$ cat src/hw/rtl/cscan_pkg.sv
package cscan_pkg;

  localparam int QUEUE_DEPTH       = 16;
  localparam int SECTORS_PER_TRACK = 16;
  localparam int MAX_RUN           = 31;
  localparam int FIFO_DEPTH        = 2;

  localparam int TRACK_W  = 10;
  localparam int SECTOR_W = 4;
  localparam int COUNT_W  = 5;
  localparam int TAG_W    = 8;
  localparam int CFG_W    = 11;

  localparam int IDX_W      = $clog2(QUEUE_DEPTH);
  localparam int USED_W     = $clog2(QUEUE_DEPTH + 1);
  localparam int FIFO_PTR_W = $clog2(FIFO_DEPTH);
  localparam int FIFO_CNT_W = $clog2(FIFO_DEPTH + 1);

  localparam logic [CFG_W-1:0] DISK_TRACKS_RESET = CFG_W'(16);

  typedef enum logic [0:0] {
    OP_ENQUEUE  = 1'b0,
    OP_DISPATCH = 1'b1
  } op_e;

  typedef enum logic [2:0] {
    KIND_ACCEPT  = 3'd0,
    KIND_INVALID = 3'd1,
    KIND_FULL    = 3'd2,
    KIND_SEEK    = 3'd3,
    KIND_READ    = 3'd4,
    KIND_WRITE   = 3'd5,
    KIND_IDLE    = 3'd6
  } kind_e;

  typedef enum logic [2:0] {
    ST_IDLE,
    ST_EXEC,
    ST_SCAN,
    ST_TAIL,
    ST_DONE,
    ST_SEEK,
    ST_XFER
  } back_state_e;

  // A stored request, as kept in the request memory.
  typedef struct packed {
    logic [TAG_W-1:0]    tag;
    logic                is_write;
    logic [COUNT_W-1:0]  count;
    logic [SECTOR_W-1:0] first;
    logic [TRACK_W-1:0]  track;
  } request_t;

  // A classified item passed from the front end to the back end.
  typedef struct packed {
    op_e      op;
    logic     invalid;
    request_t req;
  } item_t;

endpackage

$ cat src/hw/rtl/cscan_req_if.sv
interface cscan_req_if;

  logic                               valid;
  logic                               ready;
  cscan_pkg::op_e                     op;
  logic [cscan_pkg::TRACK_W-1:0]      req_track;
  logic [cscan_pkg::SECTOR_W-1:0]     req_first_sector;
  logic [cscan_pkg::COUNT_W-1:0]      req_sector_count;
  logic                               req_is_write;
  logic [cscan_pkg::TAG_W-1:0]        req_tag;

  modport source (
    output valid, op, req_track, req_first_sector, req_sector_count, req_is_write,
           req_tag,
    input  ready
  );

  modport sink (
    input  valid, op, req_track, req_first_sector, req_sector_count, req_is_write,
           req_tag,
    output ready
  );

endinterface

$ cat src/hw/rtl/cscan_res_if.sv
interface cscan_res_if;

  logic                           valid;
  logic                           ready;
  cscan_pkg::kind_e               kind;
  logic [cscan_pkg::TRACK_W-1:0]  cmd_track;
  logic [cscan_pkg::SECTOR_W-1:0] cmd_sector;
  logic [cscan_pkg::TAG_W-1:0]    cmd_tag;
  logic                           last;

  modport source (
    output valid, kind, cmd_track, cmd_sector, cmd_tag, last,
    input  ready
  );

  modport sink (
    input  valid, kind, cmd_track, cmd_sector, cmd_tag, last,
    output ready
  );

endinterface

$ cat src/hw/rtl/cscan_front.sv
module cscan_front (
  input  logic                         clk_i,
  input  logic                         rst_ni,
  input  logic                         cfg_we_i,
  input  logic [cscan_pkg::CFG_W-1:0]  cfg_wdata_i,
  cscan_req_if.sink                    req,
  output cscan_pkg::item_t             item_o,
  output logic                         item_valid_o,
  input  logic                         item_ready_i
);
  import cscan_pkg::*;

  logic [CFG_W-1:0] disk_tracks_q;
  logic [5:0]       span;
  logic [CFG_W-1:0] end_track;
  logic             invalid;

  always_ff @(posedge clk_i or negedge rst_ni) begin
    if (!rst_ni) begin
      disk_tracks_q <= DISK_TRACKS_RESET;
    end else if (cfg_we_i) begin
      disk_tracks_q <= cfg_wdata_i;
    end
  end

  // The last track touched is the start track plus the number of track
  // boundaries that the run crosses.
  assign span = 6'(req.req_first_sector) + 6'(req.req_sector_count) - 6'd1;

  always_comb begin
    if (req.req_sector_count == '0) begin
      end_track = CFG_W'(req.req_track);
    end else begin
      end_track = CFG_W'(req.req_track) + CFG_W'(span / SECTORS_PER_TRACK);
    end
    invalid = (int'(req.req_first_sector) >= SECTORS_PER_TRACK) ||
              (int'(req.req_sector_count) > MAX_RUN) ||
              (end_track >= disk_tracks_q);
  end

  assign item_o.op           = req.op;
  assign item_o.invalid      = invalid;
  assign item_o.req.track    = req.req_track;
  assign item_o.req.first    = req.req_first_sector;
  assign item_o.req.count    = req.req_sector_count;
  assign item_o.req.is_write = req.req_is_write;
  assign item_o.req.tag      = req.req_tag;
  assign item_valid_o        = req.valid;
  assign req.ready           = item_ready_i;

endmodule

$ cat src/hw/rtl/cscan_fifo.sv
module cscan_fifo (
  input  logic              clk_i,
  input  logic              rst_ni,
  input  cscan_pkg::item_t  in_item_i,
  input  logic              in_valid_i,
  output logic              in_ready_o,
  output cscan_pkg::item_t  out_item_o,
  output logic              out_valid_o,
  input  logic              out_ready_i
);
  import cscan_pkg::*;

  item_t                 mem_q [FIFO_DEPTH];
  logic [FIFO_PTR_W-1:0] wr_ptr_q;
  logic [FIFO_PTR_W-1:0] rd_ptr_q;
  logic [FIFO_CNT_W-1:0] cnt_q;
  logic                  push;
  logic                  pop;

  assign in_ready_o  = (cnt_q != FIFO_CNT_W'(FIFO_DEPTH));
  assign out_valid_o = (cnt_q != '0);
  assign out_item_o  = mem_q[rd_ptr_q];
  assign push        = in_valid_i && in_ready_o;
  assign pop         = out_valid_o && out_ready_i;

  always_ff @(posedge clk_i) begin
    if (push) begin
      mem_q[wr_ptr_q] <= in_item_i;
    end
  end

  always_ff @(posedge clk_i or negedge rst_ni) begin
    if (!rst_ni) begin
      wr_ptr_q <= '0;
      rd_ptr_q <= '0;
      cnt_q    <= '0;
    end else begin
      if (push) begin
        wr_ptr_q <= (wr_ptr_q == FIFO_PTR_W'(FIFO_DEPTH - 1)) ? '0 : wr_ptr_q + 1'b1;
      end
      if (pop) begin
        rd_ptr_q <= (rd_ptr_q == FIFO_PTR_W'(FIFO_DEPTH - 1)) ? '0 : rd_ptr_q + 1'b1;
      end
      if (push && !pop) begin
        cnt_q <= cnt_q + 1'b1;
      end else if (pop && !push) begin
        cnt_q <= cnt_q - 1'b1;
      end
    end
  end

  a_fill_tracks_push : assert property (@(posedge clk_i) disable iff (!rst_ni)
    push && !pop |=> cnt_q == $past(cnt_q) + 1'b1)
    else $error("queue fill level did not follow a lone push");

endmodule

$ cat src/hw/rtl/cscan_back.sv
module cscan_back (
  input  logic              clk_i,
  input  logic              rst_ni,
  input  cscan_pkg::item_t  item_i,
  input  logic              item_valid_i,
  output logic              item_ready_o,
  cscan_res_if.source       res
);
  import cscan_pkg::*;

  back_state_e state_q, state_d;
  item_t       cur_q;

  // Request store
  request_t          mem [QUEUE_DEPTH];
  request_t          rd_q;
  logic              valid_q [QUEUE_DEPTH];
  logic              ahead_q [QUEUE_DEPTH];
  logic [IDX_W-1:0]  age_q [QUEUE_DEPTH];
  logic [USED_W-1:0] used_q;
  logic [TRACK_W-1:0] arm_q;

  // Scan
  logic [IDX_W-1:0] idx_q;
  logic             pend_q;
  logic             cv_q;
  logic             ca_q;
  logic [IDX_W-1:0] cg_q;
  logic [IDX_W-1:0] ci_q;
  logic             best_found_q;
  logic [IDX_W-1:0] best_idx_q;
  logic             best_ahead_q;
  logic [IDX_W-1:0] best_age_q;
  request_t         best_req_q;
  logic             better;

  // Transfer sequencing
  logic [SECTOR_W-1:0] sec_q;
  logic [COUNT_W-1:0]  rem_q;
  logic [TRACK_W-1:0]  trk_q;
  logic                need_seek_q;

  // Result register
  logic                res_v_q;
  kind_e               res_kind_q;
  logic [TRACK_W-1:0]  res_track_q;
  logic [SECTOR_W-1:0] res_sector_q;
  logic [TAG_W-1:0]    res_tag_q;
  logic                res_last_q;

  logic                can_load;
  logic                load;
  kind_e               ld_kind;
  logic [TRACK_W-1:0]  ld_track;
  logic [SECTOR_W-1:0] ld_sector;
  logic [TAG_W-1:0]    ld_tag;
  logic                ld_last;
  logic                enq_write;
  logic                commit;
  logic                full;
  logic                free_found;
  logic [IDX_W-1:0]    free_idx;

  assign can_load = !res_v_q || res.ready;
  assign full     = (used_q == USED_W'(QUEUE_DEPTH));

  always_comb begin
    free_found = 1'b0;
    free_idx   = '0;
    for (int i = 0; i < QUEUE_DEPTH; i++) begin
      if (!valid_q[i] && !free_found) begin
        free_found = 1'b1;
        free_idx   = IDX_W'(i);
      end
    end
  end

  // Ahead entries beat behind ones; then the lower track, then the older entry.
  assign better = cv_q && (!best_found_q || (ca_q && !best_ahead_q) ||
                  ((ca_q == best_ahead_q) &&
                   ((rd_q.track < best_req_q.track) ||
                    ((rd_q.track == best_req_q.track) && (cg_q < best_age_q)))));

  always_ff @(posedge clk_i or negedge rst_ni) begin
    if (!rst_ni) begin
      state_q <= ST_IDLE;
    end else begin
      state_q <= state_d;
    end
  end

  always_comb begin
    state_d      = state_q;
    item_ready_o = 1'b0;
    load         = 1'b0;
    ld_kind      = KIND_IDLE;
    ld_track     = '0;
    ld_sector    = '0;
    ld_tag       = '0;
    ld_last      = 1'b1;
    enq_write    = 1'b0;
    commit       = 1'b0;
    unique case (state_q)
      ST_IDLE: begin
        item_ready_o = 1'b1;
        if (item_valid_i) begin
          state_d = ST_EXEC;
        end
      end
      ST_EXEC: begin
        if (cur_q.op == OP_DISPATCH) begin
          state_d = ST_SCAN;
        end else if (can_load) begin
          load   = 1'b1;
          ld_tag = cur_q.req.tag;
          if (cur_q.invalid) begin
            ld_kind = KIND_INVALID;
          end else if (full) begin
            ld_kind = KIND_FULL;
          end else begin
            ld_kind   = KIND_ACCEPT;
            enq_write = 1'b1;
          end
          state_d = ST_IDLE;
        end
      end
      ST_SCAN: begin
        if (idx_q == IDX_W'(QUEUE_DEPTH - 1)) begin
          state_d = ST_TAIL;
        end
      end
      ST_TAIL: begin
        state_d = ST_DONE;
      end
      ST_DONE: begin
        if (!best_found_q) begin
          if (can_load) begin
            load    = 1'b1;
            ld_kind = KIND_IDLE;
            state_d = ST_IDLE;
          end
        end else begin
          commit  = 1'b1;
          state_d = ST_SEEK;
        end
      end
      ST_SEEK: begin
        if (can_load) begin
          load     = 1'b1;
          ld_kind  = KIND_SEEK;
          ld_track = best_req_q.track;
          ld_tag   = best_req_q.tag;
          ld_last  = (best_req_q.count == '0);
          state_d  = (best_req_q.count == '0) ? ST_IDLE : ST_XFER;
        end
      end
      ST_XFER: begin
        if (can_load) begin
          load   = 1'b1;
          ld_tag = best_req_q.tag;
          if (need_seek_q) begin
            ld_kind  = KIND_SEEK;
            ld_track = trk_q;
            ld_last  = 1'b0;
          end else begin
            ld_kind   = best_req_q.is_write ? KIND_WRITE : KIND_READ;
            ld_sector = sec_q;
            ld_last   = (rem_q == COUNT_W'(1));
            if (rem_q == COUNT_W'(1)) begin
              state_d = ST_IDLE;
            end
          end
        end
      end
      default: begin
        state_d = ST_IDLE;
      end
    endcase
  end

  // Request memory: one write port, one registered read port driven by the scan.
  always_ff @(posedge clk_i) begin
    if (enq_write) begin
      mem[free_idx] <= cur_q.req;
    end
    rd_q <= mem[idx_q];
  end

  always_ff @(posedge clk_i or negedge rst_ni) begin
    if (!rst_ni) begin
      for (int i = 0; i < QUEUE_DEPTH; i++) begin
        valid_q[i] <= 1'b0;
      end
      used_q       <= '0;
      arm_q        <= '0;
      idx_q        <= '0;
      pend_q       <= 1'b0;
      best_found_q <= 1'b0;
      res_v_q      <= 1'b0;
    end else begin
      if (state_q == ST_EXEC) begin
        idx_q        <= '0;
        pend_q       <= 1'b0;
        best_found_q <= 1'b0;
      end
      if (state_q == ST_SCAN) begin
        idx_q  <= idx_q + 1'b1;
        pend_q <= 1'b1;
      end
      if (state_q == ST_TAIL) begin
        pend_q <= 1'b0;
      end
      if ((state_q == ST_SCAN || state_q == ST_TAIL) && pend_q && better) begin
        best_found_q <= 1'b1;
      end
      if (enq_write) begin
        valid_q[free_idx] <= 1'b1;
        used_q            <= used_q + 1'b1;
      end
      if (commit) begin
        valid_q[best_idx_q] <= 1'b0;
        used_q              <= used_q - 1'b1;
        arm_q               <= best_req_q.track;
      end
      if (load) begin
        res_v_q <= 1'b1;
      end else if (res.ready) begin
        res_v_q <= 1'b0;
      end
    end
  end

  always_ff @(posedge clk_i) begin
    if (state_q == ST_IDLE && item_valid_i) begin
      cur_q <= item_i;
    end
    if (state_q == ST_SCAN) begin
      cv_q <= valid_q[idx_q];
      ca_q <= ahead_q[idx_q];
      cg_q <= age_q[idx_q];
      ci_q <= idx_q;
    end
    if ((state_q == ST_SCAN || state_q == ST_TAIL) && pend_q && better) begin
      best_idx_q   <= ci_q;
      best_ahead_q <= ca_q;
      best_age_q   <= cg_q;
      best_req_q   <= rd_q;
    end
    if (enq_write) begin
      ahead_q[free_idx] <= (arm_q <= cur_q.req.track);
      age_q[free_idx]   <= used_q[IDX_W-1:0];
    end
    if (commit) begin
      // Entries younger than the served one move up by one place.
      for (int j = 0; j < QUEUE_DEPTH; j++) begin
        if (valid_q[j] && (age_q[j] > best_age_q)) begin
          age_q[j] <= age_q[j] - 1'b1;
        end
      end
      sec_q       <= best_req_q.first;
      rem_q       <= best_req_q.count;
      trk_q       <= best_req_q.track;
      need_seek_q <= 1'b0;
    end
    if (state_q == ST_XFER && can_load) begin
      if (need_seek_q) begin
        need_seek_q <= 1'b0;
      end else begin
        rem_q <= rem_q - 1'b1;
        if (sec_q == SECTOR_W'(SECTORS_PER_TRACK - 1)) begin
          sec_q       <= '0;
          trk_q       <= trk_q + 1'b1;
          need_seek_q <= 1'b1;
        end else begin
          sec_q <= sec_q + 1'b1;
        end
      end
    end
    if (load) begin
      res_kind_q   <= ld_kind;
      res_track_q  <= ld_track;
      res_sector_q <= ld_sector;
      res_tag_q    <= ld_tag;
      res_last_q   <= ld_last;
    end
  end

  assign res.valid      = res_v_q;
  assign res.kind       = res_kind_q;
  assign res.cmd_track  = res_track_q;
  assign res.cmd_sector = res_sector_q;
  assign res.cmd_tag    = res_tag_q;
  assign res.last       = res_last_q;

  a_single_results_last : assert property (@(posedge clk_i) disable iff (!rst_ni)
    res_v_q && (res_kind_q == KIND_ACCEPT || res_kind_q == KIND_INVALID ||
                res_kind_q == KIND_FULL || res_kind_q == KIND_IDLE) |-> res_last_q)
    else $error("single-result item delivered without its last flag");

  a_xfer_has_work : assert property (@(posedge clk_i) disable iff (!rst_ni)
    state_q == ST_XFER |-> rem_q != '0)
    else $error("transfer sequencer running with no sectors left");

  a_commit_frees_entry : assert property (@(posedge clk_i) disable iff (!rst_ni)
    commit |=> used_q == $past(used_q) - 1'b1)
    else $error("dispatch did not release exactly one entry");

endmodule

$ cat src/hw/rtl/cscan_disk_request_scheduler_top.sv
// Enqueue: the back end registers the item, then loads its result; it takes no new item
// until it is back in idle. Dispatch: the back end reads the sixteen entries of the request
// memory one per cycle, passes the tail and done states, then loads an idle result or a seek,
// then one command per cycle while the receiver takes them.
// A two-entry queue parts the front end from the back end; the result register frees the back.
// Reset: store empty, arm at track 0, disk_tracks at 16; no clearing pass is needed.
module cscan_disk_request_scheduler_top (
  input  logic                        clk_i,
  input  logic                        rst_ni,
  input  logic                        cfg_we_i,
  input  logic [cscan_pkg::CFG_W-1:0] cfg_wdata_i,
  cscan_req_if.sink                   req_i,
  cscan_res_if.source                 res_o
);
  import cscan_pkg::*;

  item_t front_item;
  logic  front_valid;
  logic  front_ready;
  item_t back_item;
  logic  back_valid;
  logic  back_ready;

  cscan_front u_front (
    .clk_i        (clk_i),
    .rst_ni       (rst_ni),
    .cfg_we_i     (cfg_we_i),
    .cfg_wdata_i  (cfg_wdata_i),
    .req          (req_i),
    .item_o       (front_item),
    .item_valid_o (front_valid),
    .item_ready_i (front_ready)
  );

  cscan_fifo u_fifo (
    .clk_i       (clk_i),
    .rst_ni      (rst_ni),
    .in_item_i   (front_item),
    .in_valid_i  (front_valid),
    .in_ready_o  (front_ready),
    .out_item_o  (back_item),
    .out_valid_o (back_valid),
    .out_ready_i (back_ready)
  );

  cscan_back u_back (
    .clk_i        (clk_i),
    .rst_ni       (rst_ni),
    .item_i       (back_item),
    .item_valid_i (back_valid),
    .item_ready_o (back_ready),
    .res          (res_o)
  );

endmodule

$ cat src/flat_wrapper.sv
// flat-port wrapper written by rule: the top's interface ports become plain ports
module cscan_disk_request_scheduler_top_flat import cscan_pkg::*;
  (clk_i, rst_ni, cfg_we_i, cfg_wdata_i, req_i_valid, req_i_op, req_i_req_track, req_i_req_first_sector, req_i_req_sector_count, req_i_req_is_write, req_i_req_tag, req_i_ready, res_o_valid, res_o_kind, res_o_cmd_track, res_o_cmd_sector, res_o_cmd_tag, res_o_last, res_o_ready);
  cscan_req_if req_i_i ();
  cscan_res_if res_o_i ();
  input  logic clk_i;
  input  logic rst_ni;
  input  logic cfg_we_i;
  input  logic [cscan_pkg::CFG_W-1:0] cfg_wdata_i;
  input wire logic [$bits(req_i_i.valid)-1:0] req_i_valid;
  input wire logic [$bits(req_i_i.op)-1:0] req_i_op;
  input wire logic [$bits(req_i_i.req_track)-1:0] req_i_req_track;
  input wire logic [$bits(req_i_i.req_first_sector)-1:0] req_i_req_first_sector;
  input wire logic [$bits(req_i_i.req_sector_count)-1:0] req_i_req_sector_count;
  input wire logic [$bits(req_i_i.req_is_write)-1:0] req_i_req_is_write;
  input wire logic [$bits(req_i_i.req_tag)-1:0] req_i_req_tag;
  output wire logic [$bits(req_i_i.ready)-1:0] req_i_ready;
  output wire logic [$bits(res_o_i.valid)-1:0] res_o_valid;
  output wire logic [$bits(res_o_i.kind)-1:0] res_o_kind;
  output wire logic [$bits(res_o_i.cmd_track)-1:0] res_o_cmd_track;
  output wire logic [$bits(res_o_i.cmd_sector)-1:0] res_o_cmd_sector;
  output wire logic [$bits(res_o_i.cmd_tag)-1:0] res_o_cmd_tag;
  output wire logic [$bits(res_o_i.last)-1:0] res_o_last;
  input wire logic [$bits(res_o_i.ready)-1:0] res_o_ready;
  assign req_i_i.valid = req_i_valid;
  assign req_i_i.op = req_i_op;
  assign req_i_i.req_track = req_i_req_track;
  assign req_i_i.req_first_sector = req_i_req_first_sector;
  assign req_i_i.req_sector_count = req_i_req_sector_count;
  assign req_i_i.req_is_write = req_i_req_is_write;
  assign req_i_i.req_tag = req_i_req_tag;
  assign req_i_ready = req_i_i.ready;
  assign res_o_valid = res_o_i.valid;
  assign res_o_kind = res_o_i.kind;
  assign res_o_cmd_track = res_o_i.cmd_track;
  assign res_o_cmd_sector = res_o_i.cmd_sector;
  assign res_o_cmd_tag = res_o_i.cmd_tag;
  assign res_o_last = res_o_i.last;
  assign res_o_i.ready = res_o_ready;
  cscan_disk_request_scheduler_top u_core (.clk_i(clk_i), .rst_ni(rst_ni), .cfg_we_i(cfg_we_i), .cfg_wdata_i(cfg_wdata_i), .req_i(req_i_i), .res_o(res_o_i));
endmodule
$ cat config.mk
export PLATFORM = sky130hd
export DESIGN_NAME = cscan_disk_request_scheduler_top_flat
export DESIGN_NICKNAME = d
export VERILOG_FILES = /design/src/hw/rtl/cscan_pkg.sv /design/src/hw/rtl/cscan_req_if.sv /design/src/hw/rtl/cscan_res_if.sv /design/src/hw/rtl/cscan_front.sv /design/src/hw/rtl/cscan_fifo.sv /design/src/hw/rtl/cscan_back.sv /design/src/hw/rtl/cscan_disk_request_scheduler_top.sv /design/src/flat_wrapper.sv
export SDC_FILE = /design/constraint.sdc
export NUM_CORES = 1
export LEC_CHECK = 0
export BUFFER_PORTS_ARGS = -buffer_cell sky130_fd_sc_hd__buf_2
export CAP_MARGIN = 25
export CORE_ASPECT_RATIO = 1.2
export CORE_MARGIN = 8
export CORE_UTILIZATION = 50
export CTS_BUF_LIST = sky130_fd_sc_hd__clkbuf_2
export DETAILED_ROUTE_END_ITERATION = 12
export PLACE_DENSITY = 0.66
export SETUP_SLACK_MARGIN = 0.2
export SYNTH_ARGS = -nofsm -noshare
export SYNTH_HDL_FRONTEND = slang
export SYNTH_SLANG_ARGS = --single-unit
export TNS_END_PERCENT = 10
$ cat constraint.sdc
create_clock -name clk_i -period 9.1 [get_ports clk_i]
set_clock_uncertainty 0.05 [all_clocks]
set_input_delay 0.455 -clock clk_i [delete_from_list [all_inputs] [get_ports clk_i]]
set_output_delay 0.455 -clock clk_i [all_outputs]
set_load 0.05 [all_outputs]
==> impl_results.md, run 1 <==
- Fraction of registers with async set/reset: 7.04%
- NetSw: 3.47 mW
- Slew headroom: 31.4%
- #FFs+latches synth: 795
- GR Overflow Total: 0
- Leak pwr: 14.3 nW
- Final hold vios: 0
- Critical setup path kind: flop to flop
- Post-synth top flop: edfxtp_1
- Largest net degree at the start of global routing: 121
- Final WL: 85.1 mm
- Io pins: 73
- Clock Sinks: 795
- Reg2Reg Setup Slack: 4.99 ns
- Period minus WS final: 4.11 ns
- Post-synth EDFFs: 691
- Die area: 77500 um2
- Synth warn: 0
- WL per Instance: 23.4 um
- Area delta synth->final: 13.5%
- Yosys top cell by area: edfxtp_1
- DRT iter0 DRCs: 1666
- Starting density of the core: 50.4%
- Fmax: 0.243 GHz
- Root Buffer: clkbuf_2
- Insertion delay to the later sink of the worst-skew pair: 1.37 ns
- Routability Congestion: 0.902
- Layout cells sized above 1: 23.3%
- GRT Total Usage: 21.9%
- Min-delay worst type: input pin to flop
- Area share of the largest cell type after synthesis: 60.3%
- Netlist cell types: 61
- Slowest cell on the critical path: dfrtp_1
- Synth Area per Inst: 15.3 um2
- Vias in the first global route: 21900
- Cts bufs inserted: 189
- Commonest cells in the netlist: edfxtp_1 (691), o21ai_0 (140), mux2i_1 (138)
- Die Y: 303 um
- Clock tree buffer depth: 3
- Sequential area share after synthesis: 67.1%
- Post-Syn Instances: 2246
- Initial antenna violation count: 1
- Peak supply drop: 0.000190 V
- Worst path max stage delay: 1.03 ns
- Int Power: 6.67 mW
- Die W: 256 um
- Setup crit end kind: flop
- I/O Buffers: 72
- Post-Syn Area: 34400 um2
- DRT Pass-1 Iters: 7
- Combinational share of power: 23.4%
- Syn Nets: 2425
- Setup crit start kind: flop
- DP HPWL: 52.7 mm
- Row cnt: 105
- Final WS setup: 4.99 ns
- Sw Share: 34.2%
- First-pass GRT wire length: 130 mm
- Post-CTS setup buffers: 0
- Seq pwr share: 53.5%
- Worst Path Required: 10.02 ns
- DRC Markers: 0
- Final Max Tran Viols: 0
- Setup WS pre-CTS: 4.97 ns
- Max Cap Viol: 0
- Unrepaired setup endpoints after global routing: no
- Via count: 20900
- Critical path data arrival time: 5.03 ns
- CTS tree: yes
- Top cells by area, synth: edfxtp_1 (60%), ha_1 (4.8%), mux4_2 (4.4%)
- Most frequent cell after synthesis: edfxtp_1
- H-tree levels: 4
- Vias/cell: 5.76
- Final net count: 2745
- Final worst path period share: 45.2%
- Status: finished clean
- Max FO, Critical Path: 20
- Pwr Density: 259 nW/um2
- Endpoints failing setup: 0
- Worst-Margin Slew: 1.03 ns
- Clock transition at path regs: 0.11 ns
- Final ANT Viol Nets: 0
- Setup TNS: 0 ns
- Clk pwr share: 23.2%
- CP Cell Sequence: nor4_1 -> a21o_1 -> or4_1 -> a211oi_4 -> buf_4
- Core Box Area: 68300 um2
## worst max-delay path: cells and delay by family (launching register included)
kind            cells  cell delay (ns)
compound gates      2             1.19
flops               1             1.03
simple gates        2             0.95
buf+inv             1             0.49
## cells in the final DEF, fill, tap and decap left out, types with 19 or more instances in the layout
| master | count |
|---|---|
| a21oi_1 | 94 |
| a221oi_1 | 38 |
| a22o_1 | 19 |
| a22oi_1 | 37 |
| buf_2 | 72 |
| buf_4 | 29 |
| clkbuf_2 | 299 |
| clkinv_1 | 37 |
| dfrtp_1 | 52 |
| dfxtp_1 | 48 |
| dlygate4sd3_1 | 108 |
| edfxtp_1 | 691 |
| ha_1 | 132 |
| inv_1 | 121 |
| mux2_2 | 99 |
| mux2i_1 | 138 |
| mux4_2 | 68 |
| nand2_1 | 95 |
| nand3_1 | 42 |
| nand4_1 | 28 |
| nor2_1 | 41 |
| nor2b_1 | 21 |
| nor3_1 | 24 |
| o21ai_0 | 140 |
| xor2_1 | 40 |
## state kept, by name (all words and copies together), names as in the netlist, 11 cells and up
signal                        count
u_core.u_back.ahead_q            16
u_core.u_back.valid_q            16
u_core.u_back.rd_q               28
u_core.u_back.best_req_q         28
u_core.u_back.mem               448
u_core.u_back.age_q              64
u_core.u_fifo.mem_q              60
u_core.u_front.disk_tracks_q     11
u_core.u_back.cur_q              30
## logic make-up (layout without fill, tap and decap cells)
kind of cell	Yosys count	after routing	synth area share, %
mux	305	305	11.7
xor+xnor	51	51	1.30
compound gates	425	425	8.00
fa+ha+maj	134	134	4.91
simple gates	320	320	4.59
flops	795	795	67.1
buf+inv	216	696	2.37
other cells	0	1	0
## layout make-up
class | instances | area [um2]
inverters | 125 | 469
well taps | 909 | 1140
clock inverters | 52 | 287
clock buffers | 299 | 1500
multi-input cells | 1235 | 10700
fillers | 5500 | 29200
diodes | 1 | 2.50
repair buffers | 220 | 1900
flip-flops and latches | 795 | 23100
## power by group through the flow
stage | logic, mW | registers (mW) | clock network [mW]
after floorplan | 1.56 | 5.31 | 0
after global placement | 2.29 | 5.46 | 0
after detailed placement | 2.33 | 5.50 | 0
after CTS | 2.38 | 5.42 | 2.42
after global routing | 2.58 | 5.49 | 2.59
final | 2.37 | 5.42 | 2.35
## worst paths after layout
path	cells after the start	endpoint	from
setup / recovery	5	u_core.u_back.mem[11][7]	u_core.u_back.used_q[2]
hold / removal	5	u_core.u_fifo.mem_q[1][28]	req_i_req_track[5]
setup reg to reg	5	u_core.u_back.mem[11][7]	u_core.u_back.used_q[2]
hold reg to reg	0	u_core.u_back.best_req_q[27]	u_core.u_back.rd_q[27]
max in group asynchronous	4	u_core.u_back.idx_q[0]	rst_ni
min in group asynchronous	4	u_core.u_front.disk_tracks_q[0]	rst_ni
## repair_timing
action / in CTS / in global routing
hold buffers: 108 / 0
resized for setup: 0 / 0
endpoints found under the hold margin: 249 / 0
## per-stage QoR
step / cells / hold WS (ns) / power (mW) / utilization [%] / cell area (um2)
final: 3636 / 0.239 / 10.1 / 57.2 / 39100
after global routing: 3636 / 0.118 / 10.7 / 57.2 / 39100
after CTS: 3632 / 0.0380 / 10.2 / 57.2 / 39000
after detailed placement: 3173 / 0.339 / 7.83 / 53.0 / 36200
after global placement: 3165 / 0.339 / 7.75 / 52.7 / 36000
after floorplan: 2246 / 0.109 / 6.87 / - / 34400
## routing by layer
metal	up-vias	part of all wire, %	global-route usage, %
met2	809	50	38.1
li1	9498	-	-
met4	0	2.6	7.63
met3	159	6.4	4.72
met1	10500	41	27.0
met5	-	0	0
Power figures use the tool's default switching activity.
==> run 2: changes to the inputs <==
- clock period: 9.1 -> 4.01 ns (I/O delays scaled with it)
==> run 2 against run 1 <==
- clock power is 140% higher
- hold slack worse by 0.0065 ns
- via count is 1.2% higher
- non-clock buffer count is 53 higher
- wire length is 0.83% higher
- die area stayed put
- global-route usage is 0.32 points higher
- sequential share of layout area is 0.89 points lower
- critical path depth is 18 higher
- critical path type is now input pin to flop
- highest routed layer unchanged
==> impl_results.md, run 2 (same netlist as run 1, synthesis figures left out) <==
- Die Y: 303 um
- Leak pwr: 14.6 nW
- DP Area: 36400 um2
- CP Cell Sequence: dlygate4sd3_1 -> dlygate4sd3_1 -> buf_2 -> inv_1 -> ha_1 -> inv_1 -> ha_1 -> nand2b_1 -> o21bai_1 -> a21o_1 -> a21oi_1 -> xnor2_1 -> ha_1 -> a21oi_1 -> and3b_1 -> and3_1 -> xor2_1 -> ha_1 -> a21oi_1 -> nand2_1 -> nor2_1 -> a21oi_1 -> o31a_1
- Area delta synth->final: 15.3%
- M2 GR Usage: 38.1%
- DRT Pass-1 Iters: 5
- Seq pwr share: 52.1%
- Io pins: 73
- Met3 Use GR: 4.81%
- Largest registers: u_core.u_back.mem x448, u_core.u_back.age_q x64, u_core.u_fifo.mem_q x60
- Crit Reg-Reg Startpoint: u_core.u_back.state_q[0]
- Slowest cell on the critical path: dlygate4sd3_1
- Clk pwr share: 23.7%
- GR Overflow Total: 0
- Vias/cell: 5.74
- Final net count: 2795
- Reg-to-reg endpoint: u_core.u_back.mem[14][27]
- Final hold vios: 0
- Worst-Margin Slew: 0.980 ns
- Die W: 256 um
- Peak supply drop: 0.000344 V
- Design area: 39700 um2
- Max FO, Critical Path: 4
- DP Cell Count: 3200
- DP HPWL: 52.5 mm
- HP Start: req_i_req_track[6]
- Pwr Density: 589 nW/um2
- Int Power: 15.4 mW
- Min Hold Slack: 0.232 ns
- DRT iter0 DRCs: 1631
- Most Crowded Layer GR: met2
- Max Cap Viol: 0
- Final Max Tran Viols: 0
- Hold path depth: 3
- Worst path max stage delay: 0.54 ns
- H-tree levels: 4
- Clock Sinks: 795
- Final worst path period share: 92.4%
- Critical setup path kind: input pin to flop
- Final WL: 85.8 mm
- Die area: 77500 um2
- Post-CTS setup buffers: 0
- Unrepaired setup endpoints after global routing: no
- Critical path data arrival time: 4.75 ns
- DRC Markers: 0
- Clock tree buffer depth: 3
- Vias in the first global route: 22500
- Period minus WS final: 3.70 ns
- Worst Path Required: 5.06 ns
- Via count: 21200
- Clock transition at path regs: 0.11 ns
- WL per Instance: 23.3 um
- Flip-flop count of the largest register after layout: 448
- Met1 Use GR: 27.4%
- Final WS setup: 0.306 ns
- Slew headroom: 34.7%
- Largest net degree at the start of global routing: 73
- Status: finished clean
- Initial antenna violation count: 3
- Setup crit end kind: flop
- Setup crit start kind: input pin
- Cts bufs inserted: 186
- I/O Buffers: 72
- Root Buffer: clkbuf_2
- GRT Total Usage: 22.2%
- Sw Share: 34.0%
- First-pass GRT wire length: 132 mm
- Row cnt: 105
- NetSw: 7.93 mW
- Routability Congestion: 0.894
- CTS tree: yes
- Setup TNS: 0 ns
- Min-delay worst type: input pin to flop
- Most frequent cells in the layout: edfxtp_1 (691), clkbuf_2 (286), o21ai_0 (140)
- Fmax: 0.270 GHz
- Top reg by flops: u_core.u_back.mem
- CTS resizes: 0
- Worst r2r path cells: 5
- Non-filler cells, final: 3689
- Layout cells sized above 1: 23.7%
- Most common cell after layout, fill and taps aside: edfxtp_1
- Final ANT Viol Nets: 0
- Core Box Area: 68300 um2
- Insertion delay to the later sink of the worst-skew pair: 1.39 ns
- Reg2Reg Setup Slack: 0.44 ns
- Hold Path End: u_core.u_fifo.mem_q[0][6]
- Combinational share of power: 24.3%
- Starting density of the core: 50.4%
- Endpoints failing setup: 0
- Setup WS pre-CTS: 0.213 ns
- # hold bufs at CTS: 135
run 2: metrics by stage:
stage,total power [mW],util [%]
2_1_floorplan,15.6,-
3_3_place_gp,17.6,53.3
3_5_place_dp,17.9,53.3
4_1_cts,23.5,58.0
5_1_grt,24.5,58.1
6_report,23.4,58.1
run 2: power groups by stage:
stage / clock network (mW) / registers [mW] / logic [mW]
detailed placement: 0 / 12.3 / 5.53
global route: 6.11 / 12.3 / 6.13
CTS: 5.68 / 12.2 / 5.66
global placement: 0 / 12.2 / 5.38
floorplan: 0 / 12.0 / 3.55
finish: 5.53 / 12.2 / 5.67
run 2: how the worst max path moves through the flow:
| stage | startpoint | end | slack [ns] | depth (start not counted) |
|---|---|---|---|---|
| after floorplan | u_core.u_back.res.valid | u_core.u_back.age_q[5][0] | -0.83 | 6 |
| after global placement | req_i_req_sector_count[2] | u_core.u_fifo.mem_q[0][28] | 0.30 | 21 |
| after detailed placement | req_i_req_sector_count[2] | u_core.u_fifo.mem_q[1][28] | 0.21 | 21 |
| after CTS | u_core.u_back.state_q[0] | u_core.u_back.mem[14][27] | 0.47 | 5 |
| after global routing | req_i_req_sector_count[2] | u_core.u_fifo.mem_q[1][28] | 0.23 | 22 |
| final | req_i_req_sector_count[2] | u_core.u_fifo.mem_q[1][28] | 0.31 | 23 |
run 2: routing by layer:
metal / part of all wire [%] / wire length (um)
met2: 50 / 43100
met4: 3.0 / 2540
met1: 41 / 35100
met5: 0 / 0
met3: 5.8 / 4990
run 2: final cells by class:
type / count / area, um2
Antenna cell: 4 / 10.0
Clock buffer: 286 / 1430
Fill cell: 5384 / 28600
Sequential cell: 795 / 23100
Inverter: 125 / 469
Clock inverter: 62 / 440
Timing Repair Buffer: 273 / 2400
Multi-Input combinational cell: 1235 / 10700
Tap cell: 909 / 1140
run 2: critical path: cells and delay by family:
kind            cells  cell delay (ns)
simple gates        5             0.85
buf+inv             5             1.26
compound gates      7             1.06
fa+ha+maj           4             1.04
xor+xnor            2             0.35
